File: config.mk
export PLATFORM = sky130hd
export DESIGN_NAME = ksfsc_ctrl
export DESIGN_NICKNAME = d
export VERILOG_FILES = /design/src/rtl/ksfsc_pkg.sv /design/src/rtl/ksfsc_ctrl.sv
export SDC_FILE = /design/constraint.sdc
export NUM_CORES = 1
export LEC_CHECK = 0
export BUFFER_PORTS_ARGS = -buffer_cell sky130_fd_sc_hd__buf_2
export CAP_MARGIN = 0
export CORE_AREA = 2 2 39 41
export CTS_BUF_LIST = sky130_fd_sc_hd__clkbuf_16
export DETAILED_ROUTE_END_ITERATION = 8
export DIE_AREA = 0 0 41 43
export MAX_ROUTING_LAYER = met4
export PLACE_DENSITY = 0.4
export SYNTH_ARGS = -nofsm -noshare
export SYNTH_HDL_FRONTEND = slang
export SYNTH_SLANG_ARGS = --single-unit
File: constraint.sdc
create_clock -name clk -period 1.6 [get_ports clk]
set_clock_uncertainty 0.05 [all_clocks]
set_input_delay 0.16 -clock clk [delete_from_list [all_inputs] [get_ports clk]]
set_output_delay 0.16 -clock clk [all_outputs]
set_load 0.005 [all_outputs]
File: src/rtl/ksfsc_pkg.sv
// ----------------------------------------------------------------------------
// ksfsc_pkg
// Shared types and constants of the k-th free slot select-and-clear block.
// ----------------------------------------------------------------------------
package ksfsc_pkg;

	localparam int DEF_MAX_SLOTS = 1024;
	localparam int CFG_W         = 11;
	localparam int CVAL_W        = 10;
	localparam int POS_W         = 11;
	localparam int EPOCH_W       = 6;

	localparam logic [CFG_W-1:0] CFG_RESET = 11'd1024;

	typedef enum logic [2:0] {
		ST_INIT,
		ST_IDLE,
		ST_SWEEP,
		ST_LOAD,
		ST_WALK,
		ST_DONE
	} state_t;

	typedef struct packed {
		logic accept;
		logic sweep;
		logic load;
		logic walk;
		logic out_load;
	} cmd_t;

	typedef struct packed {
		logic wrap;
		logic bad;
		logic leaf;
		logic sweep_last;
	} sts_t;

endpackage

File: src/rtl/ksfsc_ctrl.sv
// ----------------------------------------------------------------------------
// ksfsc_ctrl
// Controller: sequences reset sweep, refill sweep, count check, tree walk and
// result hand-off.
// ----------------------------------------------------------------------------
module ksfsc_ctrl
	import ksfsc_pkg::*;
(
	input  logic clk,
	input  logic arst_n,
	input  logic in_valid,
	output logic in_ready,
	output logic out_valid,
	input  logic out_ready,
	input  sts_t sts,
	output cmd_t cmd
);

	state_t state_q;
	state_t state_nxt;
	logic   out_valid_q;

	always_comb begin
		state_nxt = state_q;
		unique case (state_q)
			ST_INIT: begin
				if (sts.sweep_last) state_nxt = ST_IDLE;
			end
			ST_IDLE: begin
				if (in_valid) state_nxt = sts.wrap ? ST_SWEEP : ST_LOAD;
			end
			ST_SWEEP: begin
				if (sts.sweep_last) state_nxt = ST_LOAD;
			end
			ST_LOAD: begin
				state_nxt = sts.bad ? ST_DONE : ST_WALK;
			end
			ST_WALK: begin
				if (sts.leaf) state_nxt = ST_DONE;
			end
			ST_DONE: begin
				if (!out_valid_q || out_ready) state_nxt = ST_IDLE;
			end
			default: state_nxt = ST_INIT;
		endcase
	end

	always_comb begin
		cmd          = '0;
		in_ready     = 1'b0;
		unique case (state_q)
			ST_INIT:  cmd.sweep = 1'b1;
			ST_IDLE: begin
				in_ready   = 1'b1;
				cmd.accept = in_valid;
			end
			ST_SWEEP: cmd.sweep = 1'b1;
			ST_LOAD:  cmd.load  = 1'b1;
			ST_WALK:  cmd.walk  = 1'b1;
			ST_DONE:  cmd.out_load = !out_valid_q || out_ready;
			default:  cmd = '0;
		endcase
	end

	always_ff @(posedge clk or negedge arst_n) begin
		if (!arst_n) begin
			state_q     <= ST_INIT;
			out_valid_q <= 1'b0;
		end else begin
			state_q <= state_nxt;
			if (cmd.out_load) begin
				out_valid_q <= 1'b1;
			end else if (out_ready) begin
				out_valid_q <= 1'b0;
			end
		end
	end

	assign out_valid = out_valid_q;

endmodule

Word level (Yosys, flattened, before mapping). Cells that the tools add are included.

Register bits: 4. Latch bits: 0. Memory bits (writable): 0. ROM bits: 0. Input bits: 8. Output and inout port bits: 7. Logic and storage cells: 34. Memories kept: 0.

$add $sub $neg: 0. Multiply operators: 0. Divide/modulo/power cells: 0. Magnitude comparators: 0. Equality and inequality tests: 10. Shifts and indexed selects: 0. Muxes and demuxes: 16. Bitwise gates (word level): 0. Reduce and logical (&&, ||, !) cells: 6.

Operators with widths (number): 3-bit case mux with 6 select lines (1); 3-bit two-way mux (5); 1-bit two-way mux (10); 2-bit inequality test, second input constant (5); 3-bit by 2-bit equality test with 1-bit output, second input constant (2); 3-bit equality test, second input constant (2); 5-bit AND reduction (1); 3-bit by 1-bit equality test with 1-bit output, second input constant (1); 3-bit logical NOT (1); 2-bit nonzero test (1); 2-bit OR reduction (1); 1-bit logical NOT (1); 1-bit logical OR (1).

Logic depth before layout (Yosys ltp).
Depth after elaboration: 4. Mapped depth: 4.

Least setup slack after synthesis. Ideal clock, no wire load.

Path type: reg2reg. Start: register state_q[0]. End: register state_q[0]. Arrival: 1.027 ns. Data required time: 1.421 ns. Path slack: 0.394 ns. Stages on the path, launching flop included: 5. Path buffers: 1. Cells stage by stage: dfrtp_1 buf_6 or3b_1 a21oi_1 o32ai_1.

Cells in the longest elaborated chain, start to end: 3.

Ends and longest elaborated chain: from (decl) (RTL line ksfsc_ctrl.sv:19) `state_t state_q;`; from (signal assigned) (RTL line ksfsc_ctrl.sv:70) `state_q <= state_nxt;`; 3-bit equality test, or another cell as far along (RTL line ksfsc_ctrl.sv:25) `unique case (state_q)`; 2-bit inequality test (no source line); 5-bit AND reduction (no source line).

Several ways; a longest one is shown, not always the timed one. A chain may end at the register's enable or synchronous reset.

==> tab_implementation.tex <==
\begin{tabular}{lr}
\hline
Metric & Value \\
\hline
\multicolumn{2}{l}{\textbf{Yosys}} \\
Net count after synthesis & 40 \\
Unique cell type count in the Yosys netlist & 19 \\
Post-synth EDFFs & 0 \\
Top-area cell type share of the netlist area & 36.9\% \\
Number of synthesized register bits & 4 \\
Fraction of the yosys area taken by sequential cells & 36.9\% \\
Post-synth top area cell & sky130\_fd\_sc\_hd\_\_dfrtp\_1 \\
Gate count of the mapped netlist & 32 \\
Largest cells by area after synthesis & sky130\_fd\_sc\_hd\_\_dfrtp\_1 (37\%), sky130\_fd\_sc\_hd\_\_nor2b\_1 (9.2\%), sky130\_fd\_sc\_hd\_\_nor2\_1 (6.9\%) \\
Async set-reset flop share out of synthesis & 100\% \\
Most used flip-flop cell after synthesis & sky130\_fd\_sc\_hd\_\_dfrtp\_1 \\
Yosys warning count & 0 \\
Most frequently used cell type in the post-synthesis netlist & sky130\_fd\_sc\_hd\_\_nor2\_1 \\
Post-Synthesis Cell Area & 272 um2 \\
Synthesized area per cell & 8.48 um2 \\
Top post-synthesis cells by count & sky130\_fd\_sc\_hd\_\_nor2\_1 (5), sky130\_fd\_sc\_hd\_\_dfrtp\_1 (4), sky130\_fd\_sc\_hd\_\_nor2b\_1 (4) \\
\multicolumn{2}{l}{\textbf{Global route}} \\
Global-route usage over all layers & 9.99\% \\
Initial antenna violation count & 0 \\
Global route total overflow & 0 \\
First-pass GRT wire length & 1110 um \\
Vias in the first global route & 270 \\
Largest net degree at the start of global routing & 11 \\
\multicolumn{2}{l}{\textbf{Power and ir drop}} \\
Comb power frac & 31.9\% \\
Max IR drop VDD & 754 uV \\
Clock network power share & 44.6\% \\
Power density relative to cell area & 1980 nW/um2 \\
Net Sw Power & 255 uW \\
Net switching fraction of the power & 29.4\% \\
Sequential share of power & 23.5\% \\
Leakage power figure & 0.000220 uW \\
Internal & 611 uW \\
\multicolumn{2}{l}{\textbf{Clock tree}} \\
Maximum buffer depth of the clock tree & 2 \\
Insertion delay of the later-clocked pin in the worst-skew pair & 220 ps \\
Post-CTS clock slew at the launch and capture registers of the worst setup and hold paths & 30 ps \\
Clock buffer count from CTS & 3 \\
Root cell of the clock tree & sky130\_fd\_sc\_hd\_\_clkbuf\_16 \\
\# H-tree levels & 1 \\
Number of sinks driven by the clock tree & 4 \\
Setup fix buffers added after clock tree synthesis & 0 \\
TritonCTS clock tree & built \\
\multicolumn{2}{l}{\textbf{Timing}} \\
Max-slew headroom & 80.9\% \\
Slew Viols, Final & 0 \\
Slew of the pin with the lowest slew margin & 286 ps \\
Final clock period utilization by the worst path & 89.9\% \\
Final setup viols & 0 \\
Maximum operating frequency & 695 MHz \\
Summed negative setup slack over all endpoints & 0 ps \\
Unrepaired setup endpoints after global routing & no \\
Final Hold Vio Count & 0 \\
Post-layout worst setup margin & 162 ps \\
Minimum period implied by the final worst setup slack & 1440 ps \\
\multicolumn{2}{l}{\textbf{Critical path}} \\
Critical Path Max Stage Delay & 490 ps \\
Count of buffering cells on the critical path with inverters included & 1 \\
Worst-path cell chain & nor2b\_1 > nand2\_1 > nor2\_1 > buf\_2 \\
Data required time at the worst endpoint & 1390 ps \\
Startpoint of the worst register-to-register path & state\_q[0]\$\_DFFE\_PN0P\_ \\
Crit. Startpoint & state\_q[0]\$\_DFFE\_PN0P\_ \\
Slowest stage cell, crit path & sky130\_fd\_sc\_hd\_\_dfrtp\_1 \\
Kind of cell adding the most delay to the critical path & flip-flops \\
Data arrival time of the critical path & 1230 ps \\
Kind of launch point of the worst setup path & register \\
Worst Setup End Kind & output pin \\
Top fanout value on the critical path & 10 \\
Worst setup path category & reg2out \\
\multicolumn{2}{l}{\textbf{Flow run}} \\
Max\_cap viols & 0 \\
\multicolumn{2}{l}{\textbf{Placed design}} \\
Placed standard-cell area & 353 um2 \\
Placer's final routability congestion estimate & 0.701 \\
Placement Setup Slack & 351 ps \\
Number of port buffers & 14 \\
DPL Wire Length & 488 um \\
\multicolumn{2}{l}{\textbf{Drt}} \\
Average wire length per cell after detail routing & 9.97 um \\
DRC & 0 \\
Post-route antenna net violation count & 0 \\
First-pass iteration count of the detailed router & 3 \\
Avg Vias per Cell & 4.20 \\
Overall routed net length & 648 um \\
Via Count & 273 \\
Detailed router's first-iteration violation count & 2 \\
\multicolumn{2}{l}{\textbf{Status}} \\
Run status & complete, no violations \\
\multicolumn{2}{l}{\textbf{Die}} \\
Initial Utilization & 19.6\% \\
Die ar. & 1760 um2 \\
Die Ht & 43 um \\
Boundary Pins & 15 \\
Floorplan die width & 41 um \\
Standard-cell row count & 14 \\
Core area & 1380 um2 \\
\multicolumn{2}{l}{\textbf{Finish}} \\
Layout area overhead & 61.3\% \\
Antenna fix cells & 0 \\
Share of final-layout standard cells stronger than drive strength 1 & 38.8\% \\
Area of combinational cells with multiple inputs & 151 um2 \\
Fill cells & 151 \\
Final standard cell area without fillers & 438 um2 \\
Storage cell area & 100 um2 \\
Nets & 59 \\
\multicolumn{2}{l}{\textbf{Min path}} \\
Startpoint of the worst hold path & in\_valid \\
Type of the worst min-delay path & in2reg \\
\hline
\end{tabular}
## layer usage
layer	global-route usage [%]	wire length [um]
met3	4.71	41
met4	6.00	0
met1	11.6	273
met2	13.4	332
met5	-	0
## stage by stage
stage	hold slack, ps	util [%]	power, uW	instances
after floorplan	-186	-	393	32
after global placement	-78.6	25.5	488	61
after detailed placement	-79.6	25.5	479	61
after CTS	177	31.6	875	65
after global routing	219	31.6	939	65
final	172	31.6	865	65
## kinds of logic (layout without fill, tap and decap cells)
kind of cell / count (synthesis) / count (layout) / share of synthesized area [%]
compound gates: 7 / 7 / 16.1
buf+inv: 3 / 20 / 7.37
flops: 4 / 4 / 36.9
simple gates: 18 / 18 / 39.6
## state kept, by name, summed over array words and instances (netlist names)
name / cells
state_q: 3
out_valid: 1
## layout by cell type (no fill, tap or decap), drive strengths merged
cell type / n
buf: 15
nor2: 5
nor2b: 4
dfrtp: 4
a21oi: 3
clkbuf: 3
nand2b: 2
nor3b: 2
inv: 1
nand2: 1
and2: 1
nor3: 1
o21a: 1
or3b: 1
nand3b: 1
o32ai: 1
o21ai: 1
o21bai: 1
dlygate4sd3: 1
## power groups by stage
stage | Combinational [uW] | Sequential, uW | Clock (uW)
after global placement | 281 | 206 | 0
after detailed placement | 276 | 203 | 0
after global routing | 313 | 218 | 408
final | 276 | 204 | 386
after floorplan | 226 | 167 | 0
after CTS | 282 | 203 | 391
## final timing paths
| kind | endpoint | slack (ps) | cells past startpoint |
|---|---|---|---|
| worst min-delay path | state_q[1]$_DFFE_PN0P_ | 170 | 3 |
| worst max-delay path | cmd[0] | 160 | 4 |
| worst min register to register | state_q[2]$_DFFE_PN0P_ | 550 | 1 |
| max in group asynchronous | state_q[2]$_DFFE_PN0P_ | 1160 | 2 |
| min in group asynchronous | state_q[0]$_DFFE_PN0P_ | 230 | 2 |
| worst max register to register | state_q[0]$_DFFE_PN0P_ | 330 | 3 |
## worst register-to-register path: stages (launching register included)
cell	delay, ps
sky130_fd_sc_hd__dfrtp_1	470
sky130_fd_sc_hd__or3b_1	400
sky130_fd_sc_hd__a21oi_1	130
sky130_fd_sc_hd__o32ai_1	90
## timing repair
item / in CTS / in global routing
setup endpoints to repair: 0 / 0
endpoints found under the hold margin: 4 / 0
hold buffers: 1 / 0
resized for setup: 0 / 0
## area by class of cell
type                            instances  share of cell area [%]
Timing Repair Buffer                   16                    20.0
Tap cell                               16                    4.57
Sequential cell                         4                    22.9
Clock buffer                            3                    17.1
Multi-Input combinational cell         25                    34.6
Inverter                                1                   0.857
Power figures use the tool's default switching activity.
